===== src/hdl/pfc_pkg.sv =====
// shared types and constants for the packet filter classifier
package pfc_pkg;
  localparam int ENTRIES_DEF = 16;
  localparam int HOOK_POINTS_DEF = 5;

  localparam logic [1:0] KIND_CLASSIFY = 2'd0;
  localparam logic [1:0] KIND_SET      = 2'd1;
  localparam logic [1:0] KIND_REMOVE   = 2'd2;

  localparam int CK_PROTO = 0;
  localparam int CK_OUT   = 1;
  localparam int CK_IN    = 2;
  localparam int CK_SADDR = 3;
  localparam int CK_DADDR = 4;
  localparam int CK_SPORT = 5;
  localparam int CK_DPORT = 6;

  typedef struct packed {
    logic [1:0]  kind;
    logic [3:0]  slot;
    logic [2:0]  hook;
    logic [7:0]  in_if;
    logic [7:0]  out_if;
    logic [7:0]  proto;
    logic [31:0] src_addr;
    logic [31:0] dst_addr;
    logic [15:0] src_port;
    logic [15:0] dst_port;
    logic        has_ip;
    logic        has_tcp;
  } pfc_item_t;

  typedef struct packed {
    logic       status;
    logic       matched;
    logic [3:0] match_slot;
  } pfc_result_t;

  typedef enum logic [1:0] {ST_IDLE, ST_EXEC, ST_SEND} pfc_state_t;

  typedef struct packed {
    logic load;
    logic exec;
    logic show;
  } pfc_cmd_t;
endpackage


===== src/hdl/pfc_if.sv =====
// valid/ready channel interfaces for items and results
interface pfc_in_if import pfc_pkg::*; ();
  logic      valid;
  logic      ready;
  pfc_item_t data;
  modport source (output valid, output data, input ready);
  modport sink (input valid, input data, output ready);
endinterface

interface pfc_out_if import pfc_pkg::*; ();
  logic        valid;
  logic        ready;
  pfc_result_t data;
  modport source (output valid, output data, input ready);
  modport sink (input valid, input data, output ready);
endinterface


===== src/hdl/packet_filter_classifier.sv =====
// top level of the five-tuple packet filter classifier
//
//   channel   dir  payload
//   in_*      in   kind, slot, hook, ifaces, proto, addrs, ports, has_ip, has_tcp
//   out_*     out  status, matched, match_slot
//
// each item passes through accept, the table compare and rank update, then
// the result transfer; a new item is taken after that.
// reset synchronously clears valid bits and ranks; entry contents have no reset.
// a stalled result holds in its register and blocks the next accept.
module packet_filter_classifier import pfc_pkg::*; #(
  parameter int ENTRIES = ENTRIES_DEF,
  parameter int HOOK_POINTS = HOOK_POINTS_DEF
) (
  input logic clk,
  input logic rst_n,
  pfc_in_if.sink    in_ch,
  pfc_out_if.source out_ch
);
  pfc_cmd_t cmd;

  pfc_ctrl u_ctrl (
    .clk(clk), .rst_n(rst_n),
    .in_valid(in_ch.valid), .in_ready(in_ch.ready),
    .out_valid(out_ch.valid), .out_ready(out_ch.ready),
    .cmd(cmd)
  );

  pfc_datapath #(.ENTRIES(ENTRIES), .HOOK_POINTS(HOOK_POINTS)) u_dp (
    .clk(clk), .rst_n(rst_n), .cmd(cmd),
    .item(in_ch.data), .result(out_ch.data)
  );
endmodule


===== src/hdl/pfc_ctrl.sv =====
// controller sequencing accept, execute and result transfer
module pfc_ctrl import pfc_pkg::*; (
  input  logic     clk,
  input  logic     rst_n,
  input  logic     in_valid,
  output logic     in_ready,
  output logic     out_valid,
  input  logic     out_ready,
  output pfc_cmd_t cmd
);
  pfc_state_t state_r, state_nxt;

  always_ff @(posedge clk) begin
    if (!rst_n) state_r <= ST_IDLE;
    else state_r <= state_nxt;
  end

  always_comb begin
    state_nxt = state_r;
    case (state_r)
      ST_IDLE: if (in_valid) state_nxt = ST_EXEC;
      ST_EXEC: state_nxt = ST_SEND;
      ST_SEND: if (out_ready) state_nxt = ST_IDLE;
      default: state_nxt = ST_IDLE;
    endcase
  end

  always_comb begin
    in_ready  = (state_r == ST_IDLE);
    out_valid = (state_r == ST_SEND);
    cmd.load  = (state_r == ST_IDLE) && in_valid;
    cmd.exec  = (state_r == ST_EXEC);
    cmd.show  = (state_r == ST_SEND);
  end
endmodule


===== src/hdl/pfc_datapath.sv =====
// filter table, parallel match and rank bookkeeping
module pfc_datapath import pfc_pkg::*; #(
  parameter int ENTRIES = ENTRIES_DEF,
  parameter int HOOK_POINTS = HOOK_POINTS_DEF
) (
  input  logic        clk,
  input  logic        rst_n,
  input  pfc_cmd_t    cmd,
  input  pfc_item_t   item,
  output pfc_result_t result
);
  localparam int RW = (ENTRIES > 1) ? $clog2(ENTRIES) : 1;

  pfc_item_t   item_r;
  pfc_result_t res_r, res_nxt;
  logic [ENTRIES-1:0] valid_r, valid_nxt;
  logic [RW-1:0] rank_r [ENTRIES];
  logic [RW-1:0] rank_nxt [ENTRIES];
  logic [2:0]  e_hook [ENTRIES];
  logic [6:0]  e_chk [ENTRIES];
  logic [7:0]  e_in [ENTRIES];
  logic [7:0]  e_out [ENTRIES];
  logic [7:0]  e_proto [ENTRIES];
  logic [31:0] e_sa [ENTRIES];
  logic [31:0] e_da [ENTRIES];
  logic [15:0] e_sp [ENTRIES];
  logic [15:0] e_dp [ENTRIES];

  logic [ENTRIES-1:0] hit;
  logic slot_ok, hook_ok, do_set, do_drop;
  logic [RW-1:0] slot_ix;
  logic [6:0] chk_new;

  assign slot_ok = ({28'd0, item_r.slot} < 32'(ENTRIES));
  assign hook_ok = ({29'd0, item_r.hook} < 32'(HOOK_POINTS));
  assign slot_ix = RW'(item_r.slot);
  assign do_set  = (item_r.kind == KIND_SET) && hook_ok && slot_ok;
  assign do_drop = ((item_r.kind == KIND_REMOVE) && slot_ok) || do_set;

  always_comb begin
    chk_new = '0;
    chk_new[CK_PROTO] = item_r.proto != '0;
    chk_new[CK_OUT]   = item_r.out_if != '0;
    chk_new[CK_IN]    = item_r.in_if != '0;
    chk_new[CK_SADDR] = item_r.src_addr != '0;
    chk_new[CK_DADDR] = item_r.dst_addr != '0;
    chk_new[CK_SPORT] = item_r.src_port != '0;
    chk_new[CK_DPORT] = item_r.dst_port != '0;
  end

  always_comb begin
    for (int i = 0; i < ENTRIES; i++) begin
      hit[i] = valid_r[i] && (e_hook[i] == item_r.hook)
        && !(e_chk[i][CK_OUT] && e_out[i] != item_r.out_if)
        && !(e_chk[i][CK_IN] && e_in[i] != item_r.in_if)
        && !(item_r.has_ip && e_chk[i][CK_PROTO] && e_proto[i] != item_r.proto)
        && !(item_r.has_ip && e_chk[i][CK_SADDR] && e_sa[i] != item_r.src_addr)
        && !(item_r.has_ip && e_chk[i][CK_DADDR] && e_da[i] != item_r.dst_addr)
        && !(item_r.has_tcp && e_chk[i][CK_SPORT] && e_sp[i] != item_r.src_port)
        && !(item_r.has_tcp && e_chk[i][CK_DPORT] && e_dp[i] != item_r.dst_port);
    end
  end

  // valid ranks are distinct, so the newest hit is the one whose rank is
  // lower than every other hit
  always_comb begin
    logic drop_v;
    logic [RW-1:0] drop_rank;
    res_nxt = '0;
    drop_v = do_drop && valid_r[slot_ix];
    drop_rank = rank_r[slot_ix];
    valid_nxt = valid_r;
    for (int i = 0; i < ENTRIES; i++) rank_nxt[i] = rank_r[i];
    case (item_r.kind)
      KIND_CLASSIFY: begin
        for (int i = 0; i < ENTRIES; i++) begin
          logic best;
          best = hit[i];
          for (int j = 0; j < ENTRIES; j++)
            if (j != i && hit[j] && rank_r[j] < rank_r[i]) best = 1'b0;
          if (best) begin
            res_nxt.matched = 1'b1;
            res_nxt.match_slot = 4'(i);
          end
        end
      end
      KIND_SET, KIND_REMOVE: begin
        if (item_r.kind == KIND_SET && !hook_ok) res_nxt.status = 1'b1;
        if (drop_v) begin
          for (int i = 0; i < ENTRIES; i++)
            if (valid_r[i] && i != 32'(slot_ix) && rank_r[i] > drop_rank)
              rank_nxt[i] = rank_r[i] - 1'b1;
          valid_nxt[slot_ix] = 1'b0;
          rank_nxt[slot_ix] = '0;
        end
        if (do_set) begin
          for (int i = 0; i < ENTRIES; i++)
            if (valid_nxt[i]) rank_nxt[i] = rank_nxt[i] + 1'b1;
          valid_nxt[slot_ix] = 1'b1;
          rank_nxt[slot_ix] = '0;
        end
      end
      default: ;
    endcase
  end

  always_ff @(posedge clk) begin
    if (cmd.load) item_r <= item;
    if (cmd.exec) begin
      res_r <= res_nxt;
      if (do_set) begin
        e_hook[slot_ix]  <= item_r.hook;
        e_chk[slot_ix]   <= chk_new;
        e_in[slot_ix]    <= item_r.in_if;
        e_out[slot_ix]   <= item_r.out_if;
        e_proto[slot_ix] <= item_r.proto;
        e_sa[slot_ix]    <= item_r.src_addr;
        e_da[slot_ix]    <= item_r.dst_addr;
        e_sp[slot_ix]    <= item_r.src_port;
        e_dp[slot_ix]    <= item_r.dst_port;
      end
    end
  end

  always_ff @(posedge clk) begin
    if (!rst_n) begin
      valid_r <= '0;
      for (int i = 0; i < ENTRIES; i++) rank_r[i] <= '0;
    end else if (cmd.exec) begin
      valid_r <= valid_nxt;
      for (int i = 0; i < ENTRIES; i++) rank_r[i] <= rank_nxt[i];
    end
  end

  always_comb begin
    result = res_r;
    if (!cmd.show) result = res_r;
  end
endmodule


===== src/flat_wrapper.sv =====
// flat-port wrapper written by rule: the top's interface ports become plain ports
module packet_filter_classifier_flat import pfc_pkg::*;
#(
  parameter int ENTRIES = ENTRIES_DEF,
  parameter int HOOK_POINTS = HOOK_POINTS_DEF
)
  (clk, rst_n, in_ch_valid, in_ch_data, in_ch_ready, out_ch_valid, out_ch_data, out_ch_ready);
  pfc_in_if in_ch_i ();
  pfc_out_if out_ch_i ();
  input logic clk;
  input logic rst_n;
  input wire logic [$bits(in_ch_i.valid)-1:0] in_ch_valid;
  input wire logic [$bits(in_ch_i.data)-1:0] in_ch_data;
  output wire logic [$bits(in_ch_i.ready)-1:0] in_ch_ready;
  output wire logic [$bits(out_ch_i.valid)-1:0] out_ch_valid;
  output wire logic [$bits(out_ch_i.data)-1:0] out_ch_data;
  input wire logic [$bits(out_ch_i.ready)-1:0] out_ch_ready;
  assign in_ch_i.valid = in_ch_valid;
  assign in_ch_i.data = in_ch_data;
  assign in_ch_ready = in_ch_i.ready;
  assign out_ch_valid = out_ch_i.valid;
  assign out_ch_data = out_ch_i.data;
  assign out_ch_i.ready = out_ch_ready;
  packet_filter_classifier #(.ENTRIES(ENTRIES), .HOOK_POINTS(HOOK_POINTS)) u_core (.clk(clk), .rst_n(rst_n), .in_ch(in_ch_i), .out_ch(out_ch_i));
endmodule

===== config.mk =====
export PLATFORM = sky130hd
export DESIGN_NAME = packet_filter_classifier_flat
export DESIGN_NICKNAME = d
export VERILOG_FILES = /design/src/hdl/pfc_pkg.sv /design/src/hdl/pfc_if.sv /design/src/hdl/packet_filter_classifier.sv /design/src/hdl/pfc_ctrl.sv /design/src/hdl/pfc_datapath.sv /design/src/flat_wrapper.sv
export SDC_FILE = /design/constraint.sdc
export NUM_CORES = 2
export LEC_CHECK = 0
export BUFFER_PORTS_ARGS = -buffer_cell sky130_fd_sc_hd__buf_4
export CAP_MARGIN = 20
export CORE_MARGIN = 2
export CORE_UTILIZATION = 64
export DETAILED_ROUTE_END_ITERATION = 6
export PLACE_DENSITY = 0.88
export SLEW_MARGIN = 10
export SYNTH_ARGS = -nofsm -noshare
export SYNTH_HDL_FRONTEND = slang
export SYNTH_SLANG_ARGS = --single-unit

===== constraint.sdc =====
create_clock -name clk -period 11.2 [get_ports clk]
set_input_delay 1.12 -clock clk [delete_from_list [all_inputs] [get_ports clk]]
set_output_delay 1.12 -clock clk [all_outputs]
set_load 0.02 [all_outputs]

==> results.txt <==
The final RePlAce weighted congestion is 1.009. Pin placement for this block handled 143 I/O pins. The number of hold-slack violations in the final timing report came out at 0.

The number of placed instances, taps included, is 9891. After detailed routing, the average wire length per cell comes to 28.59 um. By area the synthesized netlist is led by sky130_fd_sc_hd__edfxtp_1, sky130_fd_sc_hd__xnor2_1, sky130_fd_sc_hd__ha_1, sky130_fd_sc_hd__xor2_1, sky130_fd_sc_hd__nand4_1.

Worst slew slack as a fraction of its limit: 0.2057. The proportion of register bits with asynchronous set or reset after synthesis came out at 0. The total overflow left after global routing is 0. The fraction of final layout cells with drive strength greater than 1 is 0.09588, and the leakage power is 40.44 nW. Post-CTS timing repair inserted 0 buffers for setup. The completed layout was analyzed and its total power is 0.01885 W. The sequential cell area fraction in the yosys report was 0.6223. Leaving out fill and tap cells, the most frequent cell in the layout is sky130_fd_sc_hd__edfxtp_1. The area share of the largest cell type after synthesis came out at 0.6183.

The via count was 68080; the power per unit of standard cell area was 155.4 nW/um2. The multi-input combinational cells in the finished layout cover a total of 39480 um2. After detailed routing, the number of remaining DRC violations is 6. The internal power of the cells totals 0.01429 W. The floorplan step defined a core boundary enclosing 171700 um2.

The final-stage net count came out at 8515. The switching share of total power was 0.2420. The worst setup path is of the flip-flop to flip-flop kind.

The count of routing violations after the opening detailed-route iteration came out at 9115. The total of cells resized after clock tree synthesis came out at 0. The post-route clock skew is 0.04538 ns, and the starting density of the core is 0.6451. The tools report the total negative slack for setup checks as 0 ns. The combinational group share of total power is 0.104. In this run the deepest clock path goes through 3 buffers.

Counting flops and latches in the post-synthesis netlist gives 2303. TritonCTS built the clock tree. IR analysis of the VDD net gives a maximum drop of 186.7 uV. The xor and xnor fraction of the mapped netlist area is 0.1621.

For the clock network fraction of total power, the log shows 0.384. Of all nets on the critical path, the largest fanout is 16. The floorplan has 152 rows.

The worst path required time is 11.82 ns. Counting I/O delays and the setup requirement, the final critical path takes 5.294 ns. The first global-routing pass estimated 431200 um of wire.

Static timing analysis puts the maximum clock frequency at 0.1889 GHz. Share of total power in sequential cells: 0.512. Number of enable flip-flop cells after synthesis: 2281. The path class of the lowest-slack min-delay path was input pin to flip-flop. The final reports fail on DRC. The top cell types in the final layout, fill and taps aside, are sky130_fd_sc_hd__edfxtp_1, sky130_fd_sc_hd__xnor2_1, sky130_fd_sc_hd__xor2_1. The commonest register cell after synthesis is sky130_fd_sc_hd__edfxtp_1. For the distinct cell type count of the synthesized netlist, the log shows 89.

The type of element capturing the critical path was a flip-flop. The HPWL after detailed placement is 174200 um. The run gives 68260 as the number of global-route vias before repair.

After detailed routing, the number of vias per cell comes to 6.614. For the count of pins over their slew limit, the log shows 0. The master cell of the clock root buffer is sky130_fd_sc_hd__clkbuf_16. The run finished, with violations left. The filler cell count in the final layout came out at 9964. The first detailed-routing pass took 7 iterations.

Wires add up to 294300 um. The clock-pin slew on the worst setup and hold paths is 0.07 ns, and the simple-gate area share of the yosys netlist is 0.07748. The biggest area contributor in the post-synthesis netlist is sky130_fd_sc_hd__edfxtp_1. Compared with the post-synthesis result, the final layout area differs by 9.487%.

The finished layout holds 10290 standard cells, fillers aside. By area, the combinational part of the netlist is dominated by XOR/XNOR gates. The transition time of the tightest slew-check pin is 1.181 ns, and the share of the cycle needed by the critical path after routing is 0.4727.

The power dissipated by switching net loads came out at 0.004562 W. Entering global routing, the biggest net connects 131 pins. The Yosys step of the flow raised 0 warnings. The compound-cell area share of the yosys netlist came out at 0.04383. The category of the worst setup path launch point was a flip-flop. Across all hold checks on the routed design, the worst slack comes to 0.4293 ns. The CTS buffer count is 213. The tool flagged a number of max-cap violations equal to 0. The final antenna-violating net count was 0. Area enclosed by the die boundary: 176400 um2. Counting every instance in the synthesized netlist gives 7535. After clock tree synthesis, the flow added hold-fix buffers numbering 0.

The source of the worst hold timing path was in_ch_data[129]. Setup repair after global routing left no endpoint under its margin. The height of the die came out at 420.0 um.

The count of buffers added on input and output ports is 142. The count of endpoints failing setup in the final report is 0. The number of sinks on the clock net came out at 2303. The clock insertion delay at the later pin of the skew report is 0.86 ns, and the arrival time reported for the critical path endpoint is 5.91 ns.

Dividing the synthesized area by the synthesized cell count gives 14.70 um2. CTS built an H-tree with a depth of 4. The initial antenna violation count was 6; the synthesized netlist net count was 8249. Summing all flip-flop and latch instances after layout gives 68940 um2. Post-synth design cell area: 110800 um2. The multiplexer share of the synthesized area is 0.006291.

The adder-cell share of the synthesized area is 0.06540, and the width of the die is 420.0 um. Aggregate global-route resource usage: 0.3307.
flip-flops by register name, indices dropped and copies added (netlist names), named ones only:
register / cells
u_core.u_dp.e_da: 512
u_core.u_dp.e_sa: 512
u_core.u_dp.e_dp: 256
u_core.u_dp.e_sp: 256
u_core.u_dp.e_in: 128
u_core.u_dp.e_out: 128
u_core.u_dp.e_proto: 128
u_core.u_dp.item_r: 127
u_core.u_dp.e_chk: 112
u_core.u_dp.rank_r: 64
u_core.u_dp.e_hook: 48
u_core.u_dp.valid_r: 16
u_core.u_dp.result: 6
u_core.u_dp.slot_ix: 4
u_core.u_ctrl.state_r: 2
cell type report:
| class | instances | area share |
|---|---|---|
| Inverter | 78 | 0.002414 |
| Multi-Input combinational cell | 4849 | 0.3255 |
| Sequential cell | 2303 | 0.5684 |
| Clock inverter | 139 | 0.01134 |
| Antenna cell | 4 | 0.00008253 |
| Timing Repair Buffer | 356 | 0.02287 |
| Clock buffer | 254 | 0.04557 |
| Tap cell | 2310 | 0.02383 |
worst paths after layout:
check             slack (ns)  cells past startpoint                       end
setup / recovery        5.91                     12  u_core.u_dp.rank_r[1][1]
setup reg to reg        5.91                     12  u_core.u_dp.rank_r[1][1]
hold / removal          0.43                      1   u_core.u_dp.item_r[129]
hold reg to reg         0.59                      2    u_core.u_dp.valid_r[0]
worst max-delay path, cell delays in order (launching register included):
cell                        delay, ns
sky130_fd_sc_hd__dfxtp_1         0.99
sky130_fd_sc_hd__mux4_2          0.63
sky130_fd_sc_hd__mux4_2          0.46
sky130_fd_sc_hd__inv_1           0.64
sky130_fd_sc_hd__ha_1            0.39
sky130_fd_sc_hd__nand4_1         0.10
sky130_fd_sc_hd__nand3_1         0.08
sky130_fd_sc_hd__nor3_1          0.54
sky130_fd_sc_hd__mux2_2          0.42
sky130_fd_sc_hd__nor2_1          0.16
sky130_fd_sc_hd__ha_1            0.16
sky130_fd_sc_hd__nor2_1          0.06
sky130_fd_sc_hd__a2111oi_0       0.41
cells by family after synthesis:
| family | after synthesis |
|---|---|
| XOR/XNOR | 2048 |
| AO/OA/AOI/OAI | 725 |
| AND/OR/NAND/NOR | 1460 |
| adder cells (fa/ha/maj) | 579 |
| multiplexers | 37 |
| flip-flops | 2303 |
| buffers and inverters | 383 |
power groups by stage:
stage | combinational [W] | clock [W] | sequential, W
after CTS | 0.00192 | 0.00727 | 0.00964
after global routing | 0.00212 | 0.00758 | 0.00965
after global placement | 0.00177 | 0 | 0.00982
after detailed placement | 0.00188 | 0 | 0.00983
after floorplan | 0.00127 | 0 | 0.00987
final | 0.00196 | 0.00724 | 0.00965
layer usage:
metal	track usage	vias to the layer above	part of all wire
met5	0	-	0.00023
met4	0.1938	10	0.064
met3	0.06667	1006	0.10
met2	0.5234	4529	0.47
met1	0.4262	33690	0.36
li1	-	28850	-
synthesized netlist by cell type (all sizes together), types with 12 or more instances:
cell type,n
edfxtp,2281
xnor2,1250
xor2,798
ha,579
nand4,422
nor4,283
buf,268
o21ai,214
a21oi,172
nand2,148
nor2b,145
nand2b,142
nor2,141
inv,78
a41o,71
nor3,55
nand3,49
o211ai,39
a41oi,37
clkbuf,37
o22ai,36
a22oi,30
mux4,25
dfxtp,22
a21boi,18
and2,17
o21a,17
a32oi,14
a221oi,12
per-stage QoR:
stage	setup WS, ns	utilization	area, um2
after floorplan	2.786	-	110800
after global placement	6.079	0.6654	114300
after detailed placement	5.957	0.6654	114300
after CTS	5.926	0.7056	121200
after global routing	5.549	0.7062	121300
final	5.906	0.7063	121300
Note: power is estimated with default switching activity, not from simulation.
